--- src/sv/etpq_pkg.sv ---
package etpq_pkg;

    // Field widths
    localparam int SEQ_W  = 16;
    localparam int TYPE_W = 4;
    localparam int TIME_W = 32;

    // Default capacity
    localparam int DEPTH_DEF = 16;

    // Events seeded at reset
    localparam logic [TYPE_W-1:0] START_TYPE = TYPE_W'(1);
    localparam logic [TYPE_W-1:0] END_TYPE   = TYPE_W'(8);
    localparam logic [TIME_W-1:0] END_TIME   = TIME_W'(10000);

    // Request kinds
    localparam logic KIND_PUSH = 1'b0;
    localparam logic KIND_POP  = 1'b1;

    // Result status codes
    localparam logic [1:0] ST_OK    = 2'd0;
    localparam logic [1:0] ST_FULL  = 2'd1;
    localparam logic [1:0] ST_EMPTY = 2'd2;

    // One queue entry
    typedef struct packed {
        logic [SEQ_W-1:0]  seq;
        logic [TYPE_W-1:0] etype;
        logic [TIME_W-1:0] ev_time;
    } entry_t;

    // Operation broadcast to every cell
    typedef struct packed {
        logic push;
        logic pop;
    } cmd_t;

endpackage

--- src/sv/etpq_cell.sv ---
module etpq_cell
    import etpq_pkg::*;
#(
    parameter logic   RST_VALID = 1'b0,
    parameter entry_t RST_ENTRY = '0
)
(
    input  logic   clk,
    input  logic   rst_n,
    input  cmd_t   cmd,
    input  entry_t new_entry,
    input  entry_t left_entry,
    input  logic   left_valid,
    input  logic   left_gt,
    input  entry_t right_entry,
    input  logic   right_valid,
    output entry_t entry,
    output logic   valid,
    output logic   gt
);

    entry_t entry_reg;
    entry_t entry_next;
    logic   valid_reg;
    logic   valid_next;

    // Empty cell or later time: new entry belongs at or before this cell
    always_comb
    begin
        gt = !valid_reg || (entry_reg.ev_time > new_entry.ev_time);
    end

    // Pop shifts toward the head; push shifts toward the tail from the insert point
    always_comb
    begin
        entry_next = entry_reg;
        valid_next = valid_reg;
        priority if (cmd.pop)
        begin
            entry_next = right_entry;
            valid_next = right_valid;
        end
        else if (cmd.push)
        begin
            valid_next = valid_reg | left_valid;
            priority if (left_gt)
            begin
                entry_next = left_entry;
            end
            else if (gt)
            begin
                entry_next = new_entry;
            end
            else
            begin
                // insert point lies further toward the tail
                entry_next = entry_reg;
            end
        end
        else
        begin
            // no push or pop this cycle
            valid_next = valid_reg;
        end
    end

    always_ff @(posedge clk or negedge rst_n)
    begin
        if (!rst_n)
        begin
            valid_reg <= RST_VALID;
            entry_reg <= RST_ENTRY;
        end
        else
        begin
            valid_reg <= valid_next;
            entry_reg <= entry_next;
        end
    end

    assign entry = entry_reg;
    assign valid = valid_reg;

endmodule

--- src/sv/event_time_priority_queue_core.sv ---
// Bounded event queue kept in ascending order of event time, built as a row of
// DEPTH cells. A request with tuser 0 pushes an event; it goes behind every held
// event of equal or earlier time, or is refused with status full when DEPTH
// events are held. A request with tuser 1 pops the earliest event, or returns
// status empty. Every request yields one result carrying the occupancy after it.
// All cells compare against the incoming time and shift in parallel, so a new
// request is taken every cycle as long as the result register is free or being
// drained. After reset the queue holds a start event (type 1, time 0) and an
// end event (type 8, time 10000).
module event_time_priority_queue_core
    import etpq_pkg::*;
#(
    parameter int DEPTH = DEPTH_DEF,
    localparam int CW = $clog2(DEPTH + 1),
    localparam int IN_DW = ((SEQ_W + TYPE_W + TIME_W + 7) / 8) * 8,
    localparam int OUT_DW = ((SEQ_W + TYPE_W + TIME_W + CW + 7) / 8) * 8
)
(
    input  logic              clk,
    input  logic              rst_n,
    input  logic              s_tvalid,
    output logic              s_tready,
    input  logic [IN_DW-1:0]  s_tdata,  // job_seq, event_type, event_time, zero pad
    input  logic              s_tuser,  // kind
    output logic              m_tvalid,
    input  logic              m_tready,
    output logic [OUT_DW-1:0] m_tdata,  // out_seq, out_type, out_time, occupancy, zero pad
    output logic [1:0]        m_tuser   // status
);

    localparam int PAYLOAD_W = SEQ_W + TYPE_W + TIME_W;

    entry_t new_entry;
    cmd_t   cmd;
    logic   in_fire;
    logic   full;
    logic   empty;

    entry_t cell_entry [DEPTH];
    logic   cell_valid [DEPTH];
    logic   cell_gt    [DEPTH];

    logic [CW-1:0] count_reg;
    logic [CW-1:0] count_next;

    logic          m_valid_reg;
    logic          m_valid_next;
    logic [1:0]    status_reg;
    logic [1:0]    status_next;
    entry_t        pop_reg;
    entry_t        pop_next;
    logic [CW-1:0] occ_reg;

    // Request decode
    assign new_entry.seq     = s_tdata[SEQ_W-1:0];
    assign new_entry.etype   = s_tdata[SEQ_W+TYPE_W-1:SEQ_W];
    assign new_entry.ev_time = s_tdata[PAYLOAD_W-1:SEQ_W+TYPE_W];

    assign s_tready = !m_valid_reg || m_tready;
    assign in_fire  = s_tvalid && s_tready;
    assign full     = cell_valid[DEPTH-1];
    assign empty    = !cell_valid[0];
    assign cmd.push = in_fire && (s_tuser == KIND_PUSH) && !full;
    assign cmd.pop  = in_fire && (s_tuser == KIND_POP) && !empty;

    // Row of cells, head at index 0
    for (genvar i = 0; i < DEPTH; i++)
    begin : g_cell
        localparam logic   RV = (i < 2);
        localparam entry_t RE = (i == 0) ? entry_t'{seq: '0, etype: START_TYPE, ev_time: '0}
                              : (i == 1) ? entry_t'{seq: '0, etype: END_TYPE, ev_time: END_TIME}
                              : entry_t'('0);
        entry_t l_entry;
        logic   l_valid;
        logic   l_gt;
        entry_t r_entry;
        logic   r_valid;

        if (i == 0)
        begin : g_head
            assign l_entry = '0;
            assign l_valid = 1'b1;
            assign l_gt    = 1'b0;
        end
        else
        begin : g_mid_l
            assign l_entry = cell_entry[i-1];
            assign l_valid = cell_valid[i-1];
            assign l_gt    = cell_gt[i-1];
        end

        if (i == DEPTH - 1)
        begin : g_tail
            assign r_entry = '0;
            assign r_valid = 1'b0;
        end
        else
        begin : g_mid_r
            assign r_entry = cell_entry[i+1];
            assign r_valid = cell_valid[i+1];
        end

        etpq_cell #(
            .RST_VALID (RV),
            .RST_ENTRY (RE)
        ) u_cell (
            .clk         (clk),
            .rst_n       (rst_n),
            .cmd         (cmd),
            .new_entry   (new_entry),
            .left_entry  (l_entry),
            .left_valid  (l_valid),
            .left_gt     (l_gt),
            .right_entry (r_entry),
            .right_valid (r_valid),
            .entry       (cell_entry[i]),
            .valid       (cell_valid[i]),
            .gt          (cell_gt[i])
        );
    end

    // Fill count and result
    always_comb
    begin
        count_next   = count_reg;
        status_next  = status_reg;
        pop_next     = pop_reg;
        m_valid_next = m_valid_reg && !m_tready;
        if (in_fire)
        begin
            m_valid_next = 1'b1;
            status_next  = ST_OK;
            pop_next     = '0;
            unique case (s_tuser)
                KIND_PUSH:
                begin
                    if (full)
                        status_next = ST_FULL;
                    else
                        count_next = count_reg + CW'(1);
                end
                KIND_POP:
                begin
                    if (empty)
                    begin
                        status_next = ST_EMPTY;
                    end
                    else
                    begin
                        pop_next   = cell_entry[0];
                        count_next = count_reg - CW'(1);
                    end
                end
                default:
                begin
                    status_next = ST_OK;
                end
            endcase
        end
    end

    always_ff @(posedge clk or negedge rst_n)
    begin
        if (!rst_n)
        begin
            count_reg   <= CW'(2);
            m_valid_reg <= 1'b0;
        end
        else
        begin
            count_reg   <= count_next;
            m_valid_reg <= m_valid_next;
        end
    end

    // Result payload
    always_ff @(posedge clk)
    begin
        if (in_fire)
        begin
            status_reg <= status_next;
            pop_reg    <= pop_next;
            occ_reg    <= count_next;
        end
    end

    assign m_tvalid = m_valid_reg;
    assign m_tuser  = status_reg;
    assign m_tdata  = OUT_DW'({occ_reg, pop_reg.ev_time, pop_reg.etype, pop_reg.seq});

endmodule

--- config.mk ---
export PLATFORM = sky130hd
export DESIGN_NAME = event_time_priority_queue_core
export DESIGN_NICKNAME = d
export VERILOG_FILES = /design/src/sv/etpq_pkg.sv /design/src/sv/etpq_cell.sv /design/src/sv/event_time_priority_queue_core.sv
export SDC_FILE = /design/constraint.sdc
export NUM_CORES = 2
export LEC_CHECK = 0
export BUFFER_PORTS_ARGS = -buffer_cell sky130_fd_sc_hd__buf_2
export CORE_MARGIN = 3
export CORE_UTILIZATION = 45
export DETAILED_ROUTE_END_ITERATION = 16
export PLACE_DENSITY = 0.59
export SYNTH_ARGS = -nofsm -noshare
export SYNTH_HDL_FRONTEND = slang
export SYNTH_HIERARCHICAL = 1
export SYNTH_SLANG_ARGS = --single-unit
--- constraint.sdc ---
create_clock -name clk -period 4.5 [get_ports clk]
set_input_delay 0.45 -clock clk [delete_from_list [all_inputs] [get_ports clk]]
set_output_delay 0.45 -clock clk [all_outputs]
set_load 0.02 [all_outputs]
==> run metrics <==
Overflow after GRT=0; Placer Congestion=roughly 0.9; GRT Util Overall=23.3%; wire per inst=19.4 um; Data required, critical path=5.13 ns; Slowest-stage cell, CP=nor4_1; RSZ-0062 raised after global routing=false; layout cells sized above 1=roughly 16%; Final period util=85.8%; Tightest Pin Transition=1.13 ns; depth of the worst register-to-register path=11; Initial Util=45.5%; Clk pin slew, worst setup/hold paths=~0.060 ns; most used cell, CP=buf_4; Final Hold Fails=0; Sink Count=slightly above 900; r2r setup slk=0.64 ns; I/O pins=between 100 and 150; initial antenna violation count=4; vias in the first global route=between 50k and 60k; hpwl dp=146 mm; Leakage=39.7 nW; CTS buffer count=110; drt initial violations=5148; Vias/cell=around 5.7; Worst path max stage delay=0.63 ns; # setup viols final=0; largest net degree at the start of global routing=233; clock buffer depth=3; Synth Instances=8559; detailed-route via count=61.1k; Ys Warns=6; Post-Route WL=209 mm; most frequent cells in the layout=1750 x nand2_1, 1346 x inv_1, 881 x o21ai_0; die height=about 420 um; DR pass1 iterations=6; Total Die Area=0.175 sq mm; CP Class=register to register; fin nets=9059; relative max-transition margin=24.7%; core area=~0.17 sq mm; nature of the critical path startpoint=register; Final Power=roughly 51 mW; mapped cell area=0.0764 sq mm; Largest register FFs=832; FF-to-FF End=g_cell[1].u_cell/entry[6]; die width=~420 um; max_cap viols=0; FP Rows=150; Final Max Slew Viols=0; CTS H-tree lvls=3; reg2reg start=g_cell[0].u_cell/entry[30]; status=completed; Post-DRT Antenna Nets=0; # DRC=0; FMAX=0.259 GHz; commonest non-fill, non-tap cell in the layout=nand2_1; Fill cells=15.7k; CTS Root Cell=clkbuf_16; HP Class=primary input to register; Layout area overhead=9.38%; setup bufs post-CTS=0; setup TNS=0 ns; crit path cell chain=ha_1 > nand4_1 > nor4_1 > buf_4 > nand2_1 > o31a_1 > or3_4 > or3_1 > nor3_4 > buf_4 > o32ai_2; Power Dens Cells=slightly above 600 mW/mm^2; post-layout minimum cycle time=3.86 ns; Worst IR Drop VDD=0.000392 V; Hold Crit Start=m_tready; Worst EP arrival=4.49 ns; Clk Latency, worst-skew pair=0.76 ns; crit path max fanout=16; Clock Skews=0.0283 ns; first-pass GRT wire length=337 mm; CP Capture Type=register; Endpoint, Worst Hold=count_reg[1]; Port-buffer cells=around 120; mean post-synth cell area=8.93 sq um; TritonCTS clock tree=built; Hold Path Cell Cnt=5
-- worst max-delay path: cells and delay by family (launching register included) --
family          cells  cell delay, ns
compound gates      2            0.34
flops               1            0.42
buf+inv             2            0.55
fa+ha+maj           1            0.33
simple gates        6            2.07
-- through the flow --
stage,cells,hold slack [ns],area [sq um],setup WS (ns),utilization (%)
finish,10800,0.281,83600,0.640,49.8
global route,10800,0.313,83600,0.546,49.8
CTS,10800,0.218,83600,0.622,49.8
detailed placement,10600,0.461,79800,-0.00164,47.5
global placement,10600,0.449,79800,0.0665,47.5
floorplan,8671,0.154,76800,0.299,-
-- routing by layer --
metal,part of all wire (%),routed length [um],GRT usage (%)
met1,49,103000,34.5
met2,44,92900,36.5
met3,4.1,8580,2.34
met4,2.2,4600,5.46
met5,0,0,0
-- cell type report --
type	instances	area, sq um	share of cell area (%)
Clock buffer	166	3300	3.94
Sequential cell	913	23200	27.7
Inverter	1347	5060	6.05
Tap cell	2204	2760	3.30
Timing Repair Buffer	361	3620	4.33
Multi-Input combinational cell	5751	45300	54.2
Antenna cell	2	5.00	0.00599
Clock inverter	36	412	0.492
-- worst max-delay path by stage --
stage                           startpoint                          end  slack, ns  cells after the start
2_1_floorplan                      s_tuser   g_cell[0].u_cell/entry[41]       0.30                      9
3_3_place_gp                   s_tdata[47]    g_cell[1].u_cell/entry[6]       0.07                     14
3_5_place_dp                   s_tdata[47]    g_cell[1].u_cell/entry[6]     -0.002                     14
4_1_cts         g_cell[1].u_cell/entry[30]   g_cell[2].u_cell/entry[13]       0.62                     11
5_1_grt        g_cell[10].u_cell/entry[30]  g_cell[11].u_cell/entry[41]       0.55                     11
6_report        g_cell[0].u_cell/entry[30]    g_cell[1].u_cell/entry[6]       0.64                     11
-- where the power goes --
group	internal, mW	switching (mW)
registers	11.9	4.03
clock network	5.43	3.85
logic	12.0	13.9
-- repair_timing --
action                    CTS  global route
hold buffers                3             0
gates resized for setup     0             0
hold endpoints to repair   73             0
(Power assumes the default switching activity.)
